[src/hw/rtl/tcpmq_pkg.sv]
// Package for the three-class priority message queue: widths, codes and shared types.
`timescale 1ns / 1ps

package tcpmq_pkg;

    // Fixed field widths
    localparam int HANDLE_W    = 6;
    localparam int CMD_W       = 2;
    localparam int CLASS_W     = 2;
    localparam int COUNT_OUT_W = 7;
    localparam int NCLASS      = 3;

    // Default number of handles
    localparam int DEF_HANDLES = 64;

    // Command codes on the input port
    typedef enum logic [CMD_W-1:0] {
        CMD_ENQ = 2'd0,
        CMD_DEQ = 2'd1,
        CMD_CLR = 2'd2
    } t_cmd;

    // Queue classes, highest priority first
    localparam logic [CLASS_W-1:0] CLS_HIGH = 2'd0;
    localparam logic [CLASS_W-1:0] CLS_SYS  = 2'd1;
    localparam logic [CLASS_W-1:0] CLS_LOW  = 2'd2;

    // Commands from the controller to the datapath
    typedef struct packed {
        logic enq;         // append handle to its class queue
        logic deq_rd;      // pick class, read successor link
        logic deq_commit;  // update head and counts, report handle
        logic clr;         // empty every queue
        logic plain_done;  // non-dequeue transaction: report no handle
    } t_dp_cmd;

endpackage

[src/hw/rtl/tcpmq_ctrl.sv]
// Controller state machine for the priority message queue.
`timescale 1ns / 1ps

module tcpmq_ctrl
    import tcpmq_pkg::*;
(
    input  logic             i_clk,
    input  logic             i_rst_n,
    input  logic             start,
    input  logic [CMD_W-1:0] i_command,
    output logic             busy,
    output logic             o_strobe,
    output t_dp_cmd          o_dp_cmd
);

    typedef enum logic {
        S_IDLE,
        S_DEQ
    } t_state;

    t_state r_state;
    logic   r_busy;
    logic   r_strobe;
    logic   accept;
    logic   is_deq;

    assign accept = start && !r_busy;
    assign is_deq = (i_command == CMD_DEQ);

    // Decode the accepted transaction into datapath commands
    always_comb begin
        o_dp_cmd            = '0;
        o_dp_cmd.enq        = accept && (i_command == CMD_ENQ);
        o_dp_cmd.deq_rd     = accept && is_deq;
        o_dp_cmd.clr        = accept && (i_command == CMD_CLR);
        o_dp_cmd.plain_done = accept && !is_deq;
        o_dp_cmd.deq_commit = (r_state == S_DEQ);
    end

    // State, busy and result strobe
    always_ff @(posedge i_clk) begin
        if (!i_rst_n) begin
            r_state  <= S_IDLE;
            r_busy   <= 1'b0;
            r_strobe <= 1'b0;
        end else begin
            unique case (r_state)
                S_IDLE: begin
                    if (accept && is_deq) begin
                        r_state  <= S_DEQ;
                        r_busy   <= 1'b1;
                        r_strobe <= 1'b0;
                    end else begin
                        r_busy   <= 1'b0;
                        r_strobe <= accept;
                    end
                end
                S_DEQ: begin
                    r_state  <= S_IDLE;
                    r_busy   <= 1'b0;
                    r_strobe <= 1'b1;
                end
                default: begin
                    r_state  <= S_IDLE;
                    r_busy   <= 1'b0;
                    r_strobe <= 1'b0;
                end
            endcase
        end
    end

    assign busy     = r_busy;
    assign o_strobe = r_strobe;

    // A dequeue always leaves its commit state with a result strobe in the next cycle
    a_deq_finishes: assert property (@(posedge i_clk) disable iff (!i_rst_n)
        (r_state == S_DEQ) |=> (r_state == S_IDLE) && r_strobe)
        else $error("dequeue did not complete with a strobe");

    // No result is shown while a dequeue is still in flight
    a_no_strobe_busy: assert property (@(posedge i_clk) disable iff (!i_rst_n)
        r_busy |-> !r_strobe)
        else $error("strobe while busy");

endmodule

[src/hw/rtl/tcpmq_dp.sv]
// Datapath: link memory, per-class head/tail/count registers and result registers.
`timescale 1ns / 1ps

module tcpmq_dp
    import tcpmq_pkg::*;
#(
    parameter int HANDLES = DEF_HANDLES
) (
    input  logic                   i_clk,
    input  logic                   i_rst_n,
    input  t_dp_cmd                i_cmd,
    input  logic [HANDLE_W-1:0]    i_msg_handle,
    input  logic                   i_high_priority,
    input  logic                   i_system_class,
    output logic [HANDLE_W-1:0]    o_out_handle,
    output logic                   o_out_valid,
    output logic [CLASS_W-1:0]     o_served_class,
    output logic [COUNT_OUT_W-1:0] o_total_count,
    output logic [COUNT_OUT_W-1:0] o_high_count,
    output logic [COUNT_OUT_W-1:0] o_system_count,
    output logic [COUNT_OUT_W-1:0] o_low_count
);

    localparam int AW = $clog2(HANDLES);
    localparam int CW = $clog2(HANDLES + 1);

    // Shared next-pointer memory, indexed by handle
    logic [HANDLE_W-1:0] r_link_mem [HANDLES];
    logic [HANDLE_W-1:0] r_rd_link;

    logic [HANDLE_W-1:0] r_head  [NCLASS];
    logic [HANDLE_W-1:0] r_tail  [NCLASS];
    logic [CW-1:0]       r_count [NCLASS];
    logic [CW-1:0]       r_total;

    // Dequeue context held between read and commit
    logic                r_deq_hit;
    logic [CLASS_W-1:0]  r_deq_cls;
    logic [HANDLE_W-1:0] r_deq_head;

    logic [HANDLE_W-1:0] r_out_handle;
    logic                r_out_valid;
    logic [CLASS_W-1:0]  r_out_cls;

    logic [CLASS_W-1:0]  enq_cls;
    logic                enq_ok;
    logic                enq_link;
    logic [CLASS_W-1:0]  deq_cls;
    logic                deq_hit;

    // Enqueue class and acceptance
    assign enq_cls  = i_high_priority ? CLS_HIGH : (i_system_class ? CLS_SYS : CLS_LOW);
    assign enq_ok   = i_cmd.enq && (32'(i_msg_handle) < HANDLES)
                      && (r_total < CW'(HANDLES));
    assign enq_link = enq_ok && (r_count[enq_cls] != '0);

    // Strict priority pick of the dequeue class
    always_comb begin
        deq_hit = 1'b1;
        priority if (r_count[CLS_HIGH] != '0) begin
            deq_cls = CLS_HIGH;
        end else if (r_count[CLS_SYS] != '0) begin
            deq_cls = CLS_SYS;
        end else if (r_count[CLS_LOW] != '0) begin
            deq_cls = CLS_LOW;
        end else begin
            deq_cls = CLS_HIGH;
            deq_hit = 1'b0;
        end
    end

    // Link memory: write on enqueue behind a tail, read on dequeue
    always_ff @(posedge i_clk) begin
        if (enq_link) begin
            r_link_mem[AW'(r_tail[enq_cls])] <= i_msg_handle;
        end
        if (i_cmd.deq_rd) begin
            r_rd_link <= r_link_mem[AW'(r_head[deq_cls])];
        end
    end

    // Queue control registers
    always_ff @(posedge i_clk) begin
        if (!i_rst_n) begin
            for (int i = 0; i < NCLASS; i++) begin
                r_head[i]  <= '0;
                r_tail[i]  <= '0;
                r_count[i] <= '0;
            end
            r_total   <= '0;
            r_deq_hit <= 1'b0;
        end else begin
            if (i_cmd.deq_rd) begin
                r_deq_hit <= deq_hit;
            end
            priority if (i_cmd.clr) begin
                for (int i = 0; i < NCLASS; i++) begin
                    r_head[i]  <= '0;
                    r_tail[i]  <= '0;
                    r_count[i] <= '0;
                end
                r_total <= '0;
            end else if (enq_ok) begin
                if (r_count[enq_cls] == '0) begin
                    r_head[enq_cls] <= i_msg_handle;
                end
                r_tail[enq_cls]  <= i_msg_handle;
                r_count[enq_cls] <= r_count[enq_cls] + 1'b1;
                r_total          <= r_total + 1'b1;
            end else if (i_cmd.deq_commit && r_deq_hit) begin
                r_head[r_deq_cls]  <= r_rd_link;
                r_count[r_deq_cls] <= r_count[r_deq_cls] - 1'b1;
                r_total            <= r_total - 1'b1;
            end
        end
    end

    // Dequeue context and result payload
    always_ff @(posedge i_clk) begin
        if (i_cmd.deq_rd) begin
            r_deq_cls  <= deq_cls;
            r_deq_head <= r_head[deq_cls];
        end
        if (i_cmd.deq_commit) begin
            r_out_handle <= r_deq_hit ? r_deq_head : '0;
            r_out_valid  <= r_deq_hit;
            r_out_cls    <= r_deq_hit ? r_deq_cls : CLS_HIGH;
        end else if (i_cmd.plain_done) begin
            r_out_handle <= '0;
            r_out_valid  <= 1'b0;
            r_out_cls    <= CLS_HIGH;
        end
    end

    assign o_out_handle   = r_out_handle;
    assign o_out_valid    = r_out_valid;
    assign o_served_class = r_out_cls;
    assign o_total_count  = COUNT_OUT_W'(r_total);
    assign o_high_count   = COUNT_OUT_W'(r_count[CLS_HIGH]);
    assign o_system_count = COUNT_OUT_W'(r_count[CLS_SYS]);
    assign o_low_count    = COUNT_OUT_W'(r_count[CLS_LOW]);

    // Total always equals the sum of the class counts
    a_total_sum: assert property (@(posedge i_clk) disable iff (!i_rst_n)
        {2'b00, r_total} == ({2'b00, r_count[0]} + {2'b00, r_count[1]}
                             + {2'b00, r_count[2]}))
        else $error("total count out of step with class counts");

    // A committed dequeue removes exactly one handle
    a_deq_dec: assert property (@(posedge i_clk) disable iff (!i_rst_n)
        (i_cmd.deq_commit && r_deq_hit) |=> (r_total == $past(r_total) - 1'b1))
        else $error("dequeue did not decrement total");

endmodule

[src/hw/rtl/three_class_priority_message_queue.sv]
// Enqueue, clear and unused commands report in the cycle after start is taken.
// A dequeue reads the link memory when start is taken, then commits in S_DEQ and reports.
// One enqueue or clear per cycle while busy is low; a dequeue holds busy high
// for the cycle between the link read and the head update, so no new start is taken then.
// Reset: synchronous, active low; all queues empty, link memory contents left as is.
// The receiver cannot stall: each result is valid only while o_strobe is high.
`timescale 1ns / 1ps

module three_class_priority_message_queue
    import tcpmq_pkg::*;
#(
    parameter int HANDLES = DEF_HANDLES
) (
    input  logic                   i_clk,
    input  logic                   i_rst_n,
    input  logic                   start,
    output logic                   busy,
    input  logic [CMD_W-1:0]       i_command,
    input  logic [HANDLE_W-1:0]    i_msg_handle,
    input  logic                   i_high_priority,
    input  logic                   i_system_class,
    output logic                   o_strobe,
    output logic [HANDLE_W-1:0]    o_out_handle,
    output logic                   o_out_valid,
    output logic [CLASS_W-1:0]     o_served_class,
    output logic [COUNT_OUT_W-1:0] o_total_count,
    output logic [COUNT_OUT_W-1:0] o_high_count,
    output logic [COUNT_OUT_W-1:0] o_system_count,
    output logic [COUNT_OUT_W-1:0] o_low_count
);

    t_dp_cmd dp_cmd;

    // Transaction sequencing
    tcpmq_ctrl u_ctrl (
        .i_clk     (i_clk),
        .i_rst_n   (i_rst_n),
        .start     (start),
        .i_command (i_command),
        .busy      (busy),
        .o_strobe  (o_strobe),
        .o_dp_cmd  (dp_cmd)
    );

    // Queue storage and result registers
    tcpmq_dp #(
        .HANDLES (HANDLES)
    ) u_dp (
        .i_clk           (i_clk),
        .i_rst_n         (i_rst_n),
        .i_cmd           (dp_cmd),
        .i_msg_handle    (i_msg_handle),
        .i_high_priority (i_high_priority),
        .i_system_class  (i_system_class),
        .o_out_handle    (o_out_handle),
        .o_out_valid     (o_out_valid),
        .o_served_class  (o_served_class),
        .o_total_count   (o_total_count),
        .o_high_count    (o_high_count),
        .o_system_count  (o_system_count),
        .o_low_count     (o_low_count)
    );

endmodule

[config.mk]
export PLATFORM = sky130hd
export DESIGN_NAME = three_class_priority_message_queue
export DESIGN_NICKNAME = d
export VERILOG_FILES = /design/src/hw/rtl/tcpmq_pkg.sv /design/src/hw/rtl/tcpmq_ctrl.sv /design/src/hw/rtl/tcpmq_dp.sv /design/src/hw/rtl/three_class_priority_message_queue.sv
export SDC_FILE = /design/constraint.sdc
export NUM_CORES = 1
export LEC_CHECK = 0
export BUFFER_PORTS_ARGS = -buffer_cell sky130_fd_sc_hd__buf_4
export CORE_MARGIN = 5
export CORE_UTILIZATION = 44
export CTS_CLUSTER_SIZE = 12
export DETAILED_ROUTE_END_ITERATION = 12
export SYNTH_ARGS = -nofsm -noshare
export SYNTH_HDL_FRONTEND = slang
export SYNTH_SLANG_ARGS = --single-unit
[constraint.sdc]
create_clock -name i_clk -period 5 [get_ports i_clk]
set_input_delay 0.5 -clock i_clk [delete_from_list [all_inputs] [get_ports i_clk]]
set_output_delay 0.5 -clock i_clk [all_outputs]
set_load 0.01 [all_outputs]
=== Word level (Yosys, flattened, before mapping) ===
Memory sizes are Yosys's and may differ from the RTL's. A register that Yosys moved wholly into a read port is not among the register bits.
Index checks and enable logic that the tools add are counted.

* Register bits after elaboration: 27
* Bits in writable memories: 441
* Input bits: 13
* Output and inout port bits: 39
* Memories kept: 4

* Add/subtract/negate cells: 4
* Order comparisons: 1
* Eq/ne operators: 2
* Muxes and demuxes: 67
* Bitwise operators: 11
* Reduce and logical (&&, ||, !) cells: 24

{| class="wikitable"
|+ Memory list
! name !! words !! width !! rd ports !! clocked after Yosys merged registers in !! write ports !! RTL line !! RTL
|-
| u_dp.r_link_mem || 64 || 6 || 1 || 1 || 1 || tcpmq_dp.sv:28 || <nowiki>logic [HANDLE_W-1:0] r_link_mem [HANDLES];</nowiki>
|-
| u_dp.r_count || 3 || 7 || 5 || 1 || 3 || tcpmq_dp.sv:33 || <nowiki>logic [CW-1:0] r_count [NCLASS];</nowiki>
|-
| u_dp.r_head || 3 || 6 || 1 || 0 || 3 || tcpmq_dp.sv:31 || <nowiki>logic [HANDLE_W-1:0] r_head [NCLASS];</nowiki>
|-
| u_dp.r_tail || 3 || 6 || 1 || 0 || 3 || tcpmq_dp.sv:32 || <nowiki>logic [HANDLE_W-1:0] r_tail [NCLASS];</nowiki>
|}

{| class="wikitable"
|+ Operators by type and width
! kind !! number
|-
| 6-bit two-way mux || 12
|-
| 7-bit two-way mux || 7
|-
| 1-bit two-way mux || 32
|-
| 2-bit two-way mux || 14
|-
| 7-bit nonzero test || 4
|-
| 6-bit OR reduction || 3
|-
| 7-bit by 1-bit adder with 7-bit output (second input constant) || 2
|-
| 7-bit OR reduction || 2
|-
| 7-bit by 1-bit subtractor with 7-bit output (second input constant) || 2
|-
| 1-bit OR || 9
|-
| 1-bit logical AND || 8
|-
| 7-bit logical NOT || 1
|-
| 7-bit < comparator (second input constant) || 1
|-
| 1-bit one-hot mux with 2 select lines || 2
|-
| 2-bit nonzero test || 2
|-
| 2-bit by 1-bit == test with 1-bit output (second input constant) || 1
|-
| 2-bit == test (second input constant) || 1
|-
| 1-bit logical NOT || 2
|-
| 2-bit logical NOT || 1
|-
| 1-bit inverter || 2
|-
| 2-bit OR reduction || 1
|}

=== Depth between registers and ports, before layout ===
An unclocked memory read counts as a cell.

* Word-level depth: 12
* Mapped depth: 13

=== By module ===
A second synthesis with hierarchy kept.

* Cells, all modules: 1,551
* Area, all modules: 20,358.3 um^2

{| class="wikitable"
|+ By module, submodules not included
! module !! times used !! cells each !! area an instance (um^2) !! sequential area each (um^2)
|-
| tcpmq_dp || 1 || 1,538 || 20,236.9 || 14,343.8
|-
| tcpmq_ctrl || 1 || 13 || 121.4 || 40.0
|}

=== Worst setup path after synthesis ===
Ideal clock, no wire load.

* Path kind: input to register
* From: input i_command[0]
* To: register u_dp.r_total[6] (netlist: u_dp.o_total_count[6])
* Setup time: 0.075 ns
* Arrival: 2.959 ns
* Required time: 4.925 ns
* Path slack: 1.966 ns
* Stages: 9
* Cells stage by stage: nor4_1 > inv_1 > fa_1 > a21o_1 > a21o_1 > a21o_1 > a21o_1 > or3_1 > a31oi_1

* Cells in the longest elaborated chain, start to end: 4

{| class="wikitable"
|+ RTL lines
! element !! RTL line !! RTL
|-
| from (decl) || three_class_priority_message_queue.sv:18 || <nowiki>input logic [CMD_W-1:0] i_command,</nowiki>
|-
| 2-bit logical NOT || tcpmq_ctrl.sv:33 || <nowiki>o_dp_cmd.enq = accept && (i_command == CMD_ENQ);</nowiki>
|-
| 1-bit logical AND || tcpmq_ctrl.sv:33 ||
|-
| 1-bit logical AND || tcpmq_dp.sv:54 || <nowiki>&& (r_total < CW'(HANDLES));</nowiki>
|-
| 7-bit two-way mux or 2-bit nonzero test (tied branches) || - ||
|-
| to (signal assigned) || tcpmq_dp.sv:109 || <nowiki>r_total <= r_total + 1'b1;</nowiki>
|-
| to (signal assigned) || tcpmq_dp.sv:113 || <nowiki>r_total <= r_total - 1'b1;</nowiki>
|-
| to (decl) || tcpmq_dp.sv:34 || <nowiki>logic [CW-1:0] r_total;</nowiki>
|}

Parallel ways exist; a longest one is shown, timed or not.
A chain may end at the register's enable or synchronous reset.

==> impl_metrics.yaml <==
outcome:
  outcome: "complete, no violations"
synth:
  seq_area_frac_synth: 0.704
  yosys.area.top_type: "edfxtp_1"
  yosysMostFrequentCell: "edfxtp_1"
  synth_top_family_by_area: "simple AND/OR/NAND/NOR gates"
  ys_ff_latch: 483
  synth_cell_type_count: 62
  synthesis.area_sq_mm: 0.0204
  synth_edf_count: 471
  synthAdderAreaFrac: 0.00588
  synth_warnings: 0
  netlist_instances: 1538
  avgSynthCellArea_sq_um: 13.3
  synth_commonest_cells: "edfxtp_1 (471), nand2_1 (296), nor2_1 (139)"
  synthArstFlopShare: 0
  synthSimpleGateAreaFrac: 0.134
  synth_flop_cell: "edfxtp_1"
  synth_xor_area_frac: 0.00600
  yosys-top-cells-area: "edfxtp_1 (69%), nand2_1 (5.4%), mux2i_1 (2.6%), nor2_1 (2.6%), and3_1 (2.0%)"
  synth.mux.area_fraction: 0.0377
  synth.net_count: 1560
  synth_compound_gate_area_share: 0.0869
  synth_top_cell_area_share: 0.693
timing:
  drv_slew: 0
  setup_ws_ns: 0.582
  worst_pin_slew_ns: 1.12
  setup-violations-final: 0
  fmax_mhz: 226
  finalClockSkew_ns: 0.0190
  period_needed_ns: 4.42
  hold_viol_final: 0
  period_share: 0.884
  rsz0062_at_grt: "false"
  relSlewSlack: 0.249
  setup-tns-final_ns: 0
  hold-worst-slack_ns: 0.234
worst_setup_path:
  rr_startpoint: "u_dp.r_count[2][2]$_SDFFCE_PN0P_"
  r2r_cells: 9
  cp_num_buf_inv: 1
  crit_fanout: 12
  critPathTopFamily: "simple AND/OR/NAND/NOR gates"
  worst_path_max_delay_cell: "o32ai_1"
  required_ns: 5.31
  cp-start-kind: "flip-flop"
  cp.depth: 9
  crit_chain: "or4_1 > nor4_4 > nand2b_1 > inv_1 > o31ai_4 > nand3_1 > and3_1 > o32ai_1 > mux2i_1"
  critPathKind: "flip-flop to flip-flop"
  reg2reg_slack_ns: 0.58
  r2r-end: "u_dp.r_rd_link[2]$_DFFE_PP_"
  crit_end: "u_dp.r_rd_link[2]$_DFFE_PP_"
  arrival_ns: 4.72
  endpoint_kind: "flip-flop"
  cpPeakStageDelay_ns: 0.75
  crit_start: "u_dp.r_count[2][2]$_SDFFCE_PN0P_"
floorplanning:
  start_util: 0.441
  coreArea_sq_mm: 0.0463
  row_count: 79
  dieArea_sq_mm: 0.0508
  fp.dieH_microns: 225
  ios: 52
  die_w_microns: 225
clock_tree:
  h-tree-depth: 2
  cts_hold_buf: 0
  worstSkewPairLatency_ns: 0.60
  cts_made_buffers: 52
  cts_setup_buffers: 0
  cts_tree: "built"
  cts_num_sinks: 483
  clk_pin_slew_ns: 0.06
  clock_path_buffers: 3
  ctsResizeCount: 0
  cts_root_buffer: "clkbuf_16"
worst_hold_path:
  hold_path_depth: 2
  hold_path_class: "primary input to flip-flop"
grt:
  grt_pass1_vias: 12600
  grtUsageTotal: 0.204
  antenna_found_initial: 1
  grt_pass1_wl_microns: 79100
  grt_max_degree: 97
  grt_overflow: 0
cells_and_area:
  diodes: 0
  fin_nets: 1603
  drive_above_1_share: 0.110
  area_growth_pct: 12.6
flow_run:
  max-cap-violations: 0
drt:
  drc: 0
  routed_wl_microns: 52100
  drtIter0Drc: 1075
  ant_nets: 0
  via_per_inst: 5.69
  wl_per_cell_microns: 23.4
  dr.pass1.iters: 5
  vias: 12700
power_and_ir_drop:
  p_per_area_mw_per_mm2: 389
  p_leak_uw: 0.00812
  ir_drop_mv: 0.294
place:
  dp_hpwl_microns: 32400
  pre_cts_slack_ns: 0.647
  portBuffers: 51
  gp_congestion: 0.837
cell families (layout without fill, tap and decap cells):
logic type	after synthesis	count (layout)
buf+inv	108	191
fa+ha+maj	9	9
flops	483	483
xor+xnor	14	14
compound gates	241	241
simple gates	617	617
mux	66	66
metrics by stage:
step / total power (uW) / cell area [sq um] / utilization / std cells
2_1_floorplan: 5070 / 20400 / - / 1538
3_3_place_gp: 5370 / 21400 / 0.462 / 2134
3_5_place_dp: 5370 / 21400 / 0.462 / 2134
4_1_cts: 8990 / 23000 / 0.497 / 2228
5_1_grt: 9220 / 23000 / 0.497 / 2228
6_report: 8930 / 23000 / 0.497 / 2228
worst min path at each step:
stage                                        from                            endpoint  slack (ns)
2_1_floorplan        u_dp.r_deq_head[0]$_DFFE_PP_  u_dp.o_out_handle[0]$_SDFFCE_PN0P_        0.53
3_3_place_gp   u_dp.o_total_count[5]$_SDFFE_PP0P_  u_dp.o_total_count[5]$_SDFFE_PP0P_        0.51
3_5_place_dp   u_dp.o_total_count[5]$_SDFFE_PP0P_  u_dp.o_total_count[5]$_SDFFE_PP0P_        0.52
4_1_cts                                   i_rst_n           u_ctrl.r_state$_SDFF_PP0_        0.20
5_1_grt                                   i_rst_n          u_ctrl.o_strobe$_SDFF_PN0_        0.23
6_report                                  i_rst_n           u_ctrl.r_state$_SDFF_PP0_        0.23
worst register-to-register path: cells and delay by family (launching register included):
kind	cells	cell delay [ns]
buf+inv	1	0.29
simple gates	5	1.84
compound gates	2	1.40
mux	1	0.16
flops	1	0.44
final cells by class:
class / count / area (sq um)
fillers: 4038 / 23300
flip-flops and latches: 483 / 14400
multi-input cells: 947 / 5540
clock buffers: 71 / 1430
well taps: 607 / 759
repair buffers: 75 / 613
clock inverters: 23 / 165
inverters: 22 / 85.1
layer usage:
layer / track usage / vias to the layer above / part of all wire
met1: 0.288 / 6305 / 0.43
met2: 0.323 / 424 / 0.47
met4: 0.0685 / 2 / 0.031
met5: 0 / - / 0.00025
li1: - / 5853 / -
met3: 0.0367 / 103 / 0.064
flip-flops by register name, indices dropped and copies added, names as in the netlist, named ones only:
register	cells
u_ctrl.o_strobe	1
u_ctrl.r_state	1
u_dp.o_out_handle	6
u_dp.o_out_valid	1
u_dp.o_served_class	2
u_dp.o_total_count	7
u_dp.r_count	28
u_dp.r_deq_cls	2
u_dp.r_deq_head	6
u_dp.r_deq_hit	1
u_dp.r_head	18
u_dp.r_link_mem	384
u_dp.r_rd_link	6
u_dp.r_tail	18
cells in the final DEF, fill, tap and decap left out, types with 5 or more instances in the layout:
cell	count
inv_1	20
o21ai_0	11
buf_4	71
a32oi_1	6
and3_1	65
xor2_1	7
a31o_2	12
dfxtp_1	12
mux4_2	7
clkinv_1	12
nor2_1	139
a311oi_1	6
clkbuf_16	53
a21oi_1	57
a21boi_0	6
and2_1	22
a32o_1	30
clkbuf_1	14
or3_1	5
a21o_1	9
xnor2_1	7
edfxtp_1	471
o2bb2ai_1	6
a211oi_1	42
nand2b_1	12
a311o_1	6
o32ai_1	12
ha_1	8
mux2i_1	54
nand3_1	51
nand2_1	295
nor3_1	10
o22ai_1	19
power by group:
part | leakage (uW) | internal [uW] | switching [uW]
Sequential | 0.00443 | 4490 | 33.1
Combinational | 0.00292 | 257 | 508
Clock | 0.000771 | 2100 | 1540
Total | 0.00812 | 6850 | 2080
Note: power is estimated with default switching activity, not from simulation.
